<file path="config.mk">
export PLATFORM = sky130hd
export DESIGN_NAME = pmqs_slot_mem
export DESIGN_NICKNAME = d
export VERILOG_FILES = /design/src/design/pmqs_pkg.sv /design/src/design/pmqs_slot_mem.sv
export SDC_FILE = /design/constraint.sdc
export NUM_CORES = 2
export LEC_CHECK = 0
export BUFFER_PORTS_ARGS = -buffer_cell sky130_fd_sc_hd__clkbuf_2
export CORE_UTILIZATION = 45
export DETAILED_ROUTE_END_ITERATION = 6
export GPL_TIMING_DRIVEN = 0
export PLACE_DENSITY = 0.67
export SLEW_MARGIN = 40
export SYNTH_ARGS = -nofsm -noshare
export SYNTH_HDL_FRONTEND = slang
export SYNTH_SLANG_ARGS = --single-unit
</file>
<file path="constraint.sdc">
create_clock -name clk -period 7.2 [get_ports clk]
set_clock_uncertainty 0.1 [all_clocks]
set_input_delay 0.72 -clock clk [delete_from_list [all_inputs] [get_ports clk]]
set_output_delay 0.72 -clock clk [all_outputs]
set_load 0.01 [all_outputs]
</file>
<file path="src/design/pmqs_pkg.sv">
// shared types and codes of the priority message queue scheduler
// no dependencies
package pmqs_pkg;

  localparam int PAY_W       = 29;  // {sig, task, handle}
  localparam int CNT_W       = 7;
  localparam int MAX_RESULTS = 64;

  localparam logic [1:0] FUNC_POST     = 2'd0;
  localparam logic [1:0] FUNC_DISPATCH = 2'd1;
  localparam logic [1:0] FUNC_REMOVE   = 2'd2;
  localparam logic [1:0] FUNC_UNUSED   = 2'd3;

  localparam logic [1:0] ST_OK       = 2'd0;
  localparam logic [1:0] ST_NONE     = 2'd1;
  localparam logic [1:0] ST_BAD_TASK = 2'd2;
  localparam logic [1:0] ST_FULL     = 2'd3;

  localparam logic [1:0] REG_TASK_COUNT = 2'd0;
  localparam logic [1:0] REG_MAP_LOW    = 2'd1;
  localparam logic [1:0] REG_MAP_HIGH   = 2'd2;

  // write strobes into the slot memory
  typedef struct packed {
    logic pay_we;
    logic nxt_we;
  } pmqs_wr_t;

endpackage

</file>
<file path="src/design/pmqs_slot_mem.sv">
// slot pool memory: payload and link of every slot, one read port
// depends on pmqs_pkg
module pmqs_slot_mem #(
  parameter int SLOTS = 64
) (
  input  logic                         clk,
  input  pmqs_pkg::pmqs_wr_t           wr,
  input  logic [$clog2(SLOTS)-1:0]     pay_addr,
  input  logic [pmqs_pkg::PAY_W-1:0]   pay_wdata,
  input  logic [$clog2(SLOTS)-1:0]     nxt_addr,
  input  logic [$clog2(SLOTS):0]       nxt_wdata,
  input  logic [$clog2(SLOTS)-1:0]     rd_addr,
  output logic [pmqs_pkg::PAY_W-1:0]   rd_pay,
  output logic [$clog2(SLOTS):0]       rd_nxt
);
  localparam int IW = $clog2(SLOTS);

  logic [pmqs_pkg::PAY_W-1:0] pay_mem [SLOTS];
  logic [IW:0]                nxt_mem [SLOTS];

  always_ff @(posedge clk) begin
    if (wr.pay_we) begin
      pay_mem[pay_addr] <= pay_wdata;
    end
    if (wr.nxt_we) begin
      nxt_mem[nxt_addr] <= nxt_wdata;
    end
    rd_pay <= pay_mem[rd_addr];
    rd_nxt <= nxt_mem[rd_addr];
  end

endmodule

</file>
---- After elaboration in Yosys (flattened, before gate mapping) ----
Memory sizes are Yosys's and may differ from the RTL's. A register that Yosys moved wholly into a read port is not among the register bits.
Cells that the tools add are included.
storage, ports and cells
  word-level logic and storage cells ...... 6
  bits in latches ......................... 0
  memories ................................ 2
  ROM bits ................................ 0
  input bits .............................. 57
  memory bits (writable) .................. 2304
  register bits ........................... 0
  output and inout port bits .............. 36
operators by class
  order comparisons ....................... 0
  reduce and logical (&&, ||, !) cells .... 0
  divide/modulo/power cells ............... 0
  add/sub/neg operators ................... 0
  eq/ne operators ......................... 0
  shift-type cells ........................ 0
  bitwise gates (word level) .............. 0
  multiply operators ...................... 0
  mux-type cells .......................... 4
memory list
  name     words  bits a word  read ports  clocked after memory_dff  wr ports  RTL line             source
  pay_mem  64     29           1           1                         1         pmqs_slot_mem.sv:18  logic [pmqs_pkg::PAY_W-1:0] pay_mem [SLOTS];
  nxt_mem  64     7            1           1                         1         pmqs_slot_mem.sv:19  logic [IW:0] nxt_mem [SLOTS];
operator list
  kind               count
  1-bit two-way mux  4

---- Longest topological paths before layout ----
  depth after elaboration ................. 2
  mapped depth ............................ 9
  mapped depth without buffers ............ 5

---- Worst setup path after synthesis ----
No wires, ideal clock.
  kind .................................... input-to-reg
  start point ............................. in pay_addr[5]
  end point ............................... mem pay_mem[18][0] (netlist bit), enable pin
  path slack .............................. 3.265 ns
  stages on the path ...................... 4
  path buffers ............................ 1
  data required time ...................... 6.649 ns
  arrival ................................. 3.384 ns
  library setup time ...................... 0.451 ns
  cells stage by stage .................... clkbuf_1 nor4bb_1 nand2_1 nor3_1
RTL lines
  element             RTL line             source
  start: declaration  pmqs_slot_mem.sv:8   input logic [$clog2(SLOTS)-1:0] pay_addr,
  end: declaration    pmqs_slot_mem.sv:18
Straight into the memory's write port.

==> out/qor.yml <==
setup_path:
  cp_data_arrival_time_ns: 4.36
  worstReg2RegStart: "pay_mem[40][25]$_DFFE_PP_"
  crit_required_ns: 7.77
  end_kind: "flop"
  worst-path-max-fanout: 10
  crit_type: "in2reg"
  r2r_cells: 5
  timing.reg2reg.setup_slack_ns: 4.58
  critPathLaunchType: "input port"
  r2r_end: "rd_pay[25]$_DFF_P_"
timing:
  worst_slew_pin_slew_ns: 1.00
  grt_setup_unrepaired: "no"
  slew_violations: 0
  finalSetupViolations: 0
  fin_crit_sh: 0.527
  relSlewSlack: 0.331
  max_freq_mhz: 264
  finalSetupTns_ns: 0
  hold_violations: 0
  layout_min_cycle_time_ns: 3.80
  whs_ns: 0.432
yosys:
  synth_top_area_share: 0.782
  yosys-top-cells-count: "2,304 x edfxtp_1, 575 x mux4_2, 167 x nor2_1, 91 x clkbuf_1, 66 x o22ai_1"
  synth_edf_count: 2304
  ys_seq_elements: 2340
  synth_area_leaders: "edfxtp_1 78%, mux4_2 15%, dfxtp_1 0.81%"
  synth_top_cell_by_area: "edfxtp_1"
  ys_seq_area_frac: 0.790
  synth_flop_cell: "edfxtp_1"
  synth_fp_nets: 3879
  synthCells: 3822
  synth_cell_types: 45
  synth.avg_cell_area_um2: 23.1
  ys_warn_count: 0
  synthMostInstantiatedCell: "edfxtp_1"
  netlist_area_um2: 88400
  async_reset_ff_frac: 0
status:
  violations: "design-rule violations"
  status: "finished with violations"
clock_tree:
  cts_buffers: 219
  ctsLongestPathBuffers: 3
  clkLatencyLatePin_ns: 0.88
  clk_pin_slew_worst_paths_ns: 0.07
  htree_num_levels: 4
  ctsHoldBuffers: 0
  cts_tree: "built"
  post_cts_buffers: 0
  cts_resized: 0
  cts_sinks: 2340
  cts-root-buf: "clkbuf_16"
die:
  rows: 162
  num_io_pins: 93
  die_w_um: 445
  die_h_um: 445
  initial_core_util: 0.454
  coreArea_um2: 195000
  dieArea_um2: 198000
pwr:
  switchingPower_w: 0.00621
  vdd_drop_max_mv: 0.262
  power_frac_comb: 0.058
  p_int_w: 0.0221
  power.share.clock: 0.407
  p_per_area_nw_per_um2: 274
  swShare: 0.220
  seqPwrFrac: 0.534
  p_leak_nw: 32.1
route:
  wl_mm: 269
  drc: 8
  viasPerCell: 6.54
  dr.pass1.iters: 7
  vias: 46500
  ant_nets: 0
  drt-initial-drc-count: 7608
  wire_per_inst_um: 37.8
layout:
  final_cells: 7112
  nets: 4342
  stdcell_area_um2: 103000
  drive_gt1_frac: 0.314
  fin_util: 0.529
  area_delta_synth_final_pct: 16.7
run:
  max-cap-violations: 0
global_route:
  grt_pass1_vias: 44900
  grt_usage: 0.270
  grt_pass1_wl_mm: 364
  antenna_found_initial: 23
  grt_max_degree: 65
  grt-ovfl-total: 0
worst_hold_path:
  holdPathEnd: "pay_mem[4][2]$_DFFE_PP_"
  min_path_type: "in2reg"
  whs_path_depth: 1
  min_from: "pay_wdata[2]"
place:
  placedInstanceArea_um2: 96000
  gp_congestion: 0.881
  portBuffers: 82
  placed_cells: 6685
  dpl.hpwl_mm: 182
critical path, stage by stage:
cell	delay (ns)
buf_2	0.23
clkbuf_2	0.45
buf_2	0.63
nand3_1	0.70
o221ai_1	0.48
a31oi_1	0.14
a21oi_1	0.76
a221oi_1	0.21
final cells by class:
cell class,count,area [um^2]
clock inverter,109,1210
fill,14600,91800
antenna,13,32.5
multi-input combinational,1261,17900
buffer,220,1250
sequential,2340,69900
tap,2624,3280
timing repair buffer,242,3700
inverter,1,3.75
clock buffer,302,5930
logic make-up after synthesis:
| logic type | synth area share |
|---|---|
| compound gates | 0.0306 |
| buf+inv | 0.0135 |
| simple gates | 0.0153 |
| flops | 0.790 |
| mux | 0.150 |
layout by cell type, fill, tap and decap left out, drive strengths merged, types with 16 or more instances in the layout:
master / count
nor3: 16
nor2: 167
o22ai: 66
mux2i: 29
clkinv: 76
nand2: 42
dfxtp: 36
clkbuf: 476
a22o: 65
edfxtp: 2304
o221ai: 31
a21oi: 58
a221oi: 73
mux4: 575
a22oi: 28
bufinv: 19
nand3: 17
buf: 288
per-stage QoR:
step                worst slack (ns)  power, W
floorplan                       3.26    0.0161
global placement             -0.0358    0.0169
detailed placement              2.57    0.0170
CTS                             3.49    0.0283
global route                    3.52    0.0288
finish                          3.40    0.0283
routing by layer:
layer	global-route usage	vias to the layer above	wire length, um
met4	0.139	20	15700
met5	0	-	138
met3	0.0861	684	35900
met2	0.409	3786	123000
met1	0.353	24500	94400
li1	-	17400	-
sequential cells by signal (all words and copies together) (netlist names):
name / flops
rd_pay: 29
pay_mem: 1856
rd_nxt: 7
nxt_mem: 448
power by group through the flow:
stage                     logic (W)  registers, W  clock network (W)
after floorplan            0.000741        0.0154                  0
after global placement      0.00151        0.0154                  0
after detailed placement    0.00160        0.0154                  0
after CTS                   0.00161        0.0151             0.0116
after global routing        0.00167        0.0151             0.0120
final                       0.00165        0.0151             0.0115
worst max path at each step:
stage / start / endpoint / slack [ns] / depth (start not counted)
finish: rd_addr[1] / rd_pay[1]$_DFF_P_ / 3.40 / 8
global route: rd_addr[1] / rd_pay[1]$_DFF_P_ / 3.52 / 8
CTS: rd_addr[1] / rd_pay[1]$_DFF_P_ / 3.49 / 8
detailed placement: rd_addr[1] / rd_pay[1]$_DFF_P_ / 2.57 / 8
global placement: pay_addr[4] / pay_mem[16][7]$_DFFE_PP_ / -0.04 / 4
floorplan: pay_addr[5] / pay_mem[18][0]$_DFFE_PP_ / 3.26 / 4
(Power assumes the default switching activity.)
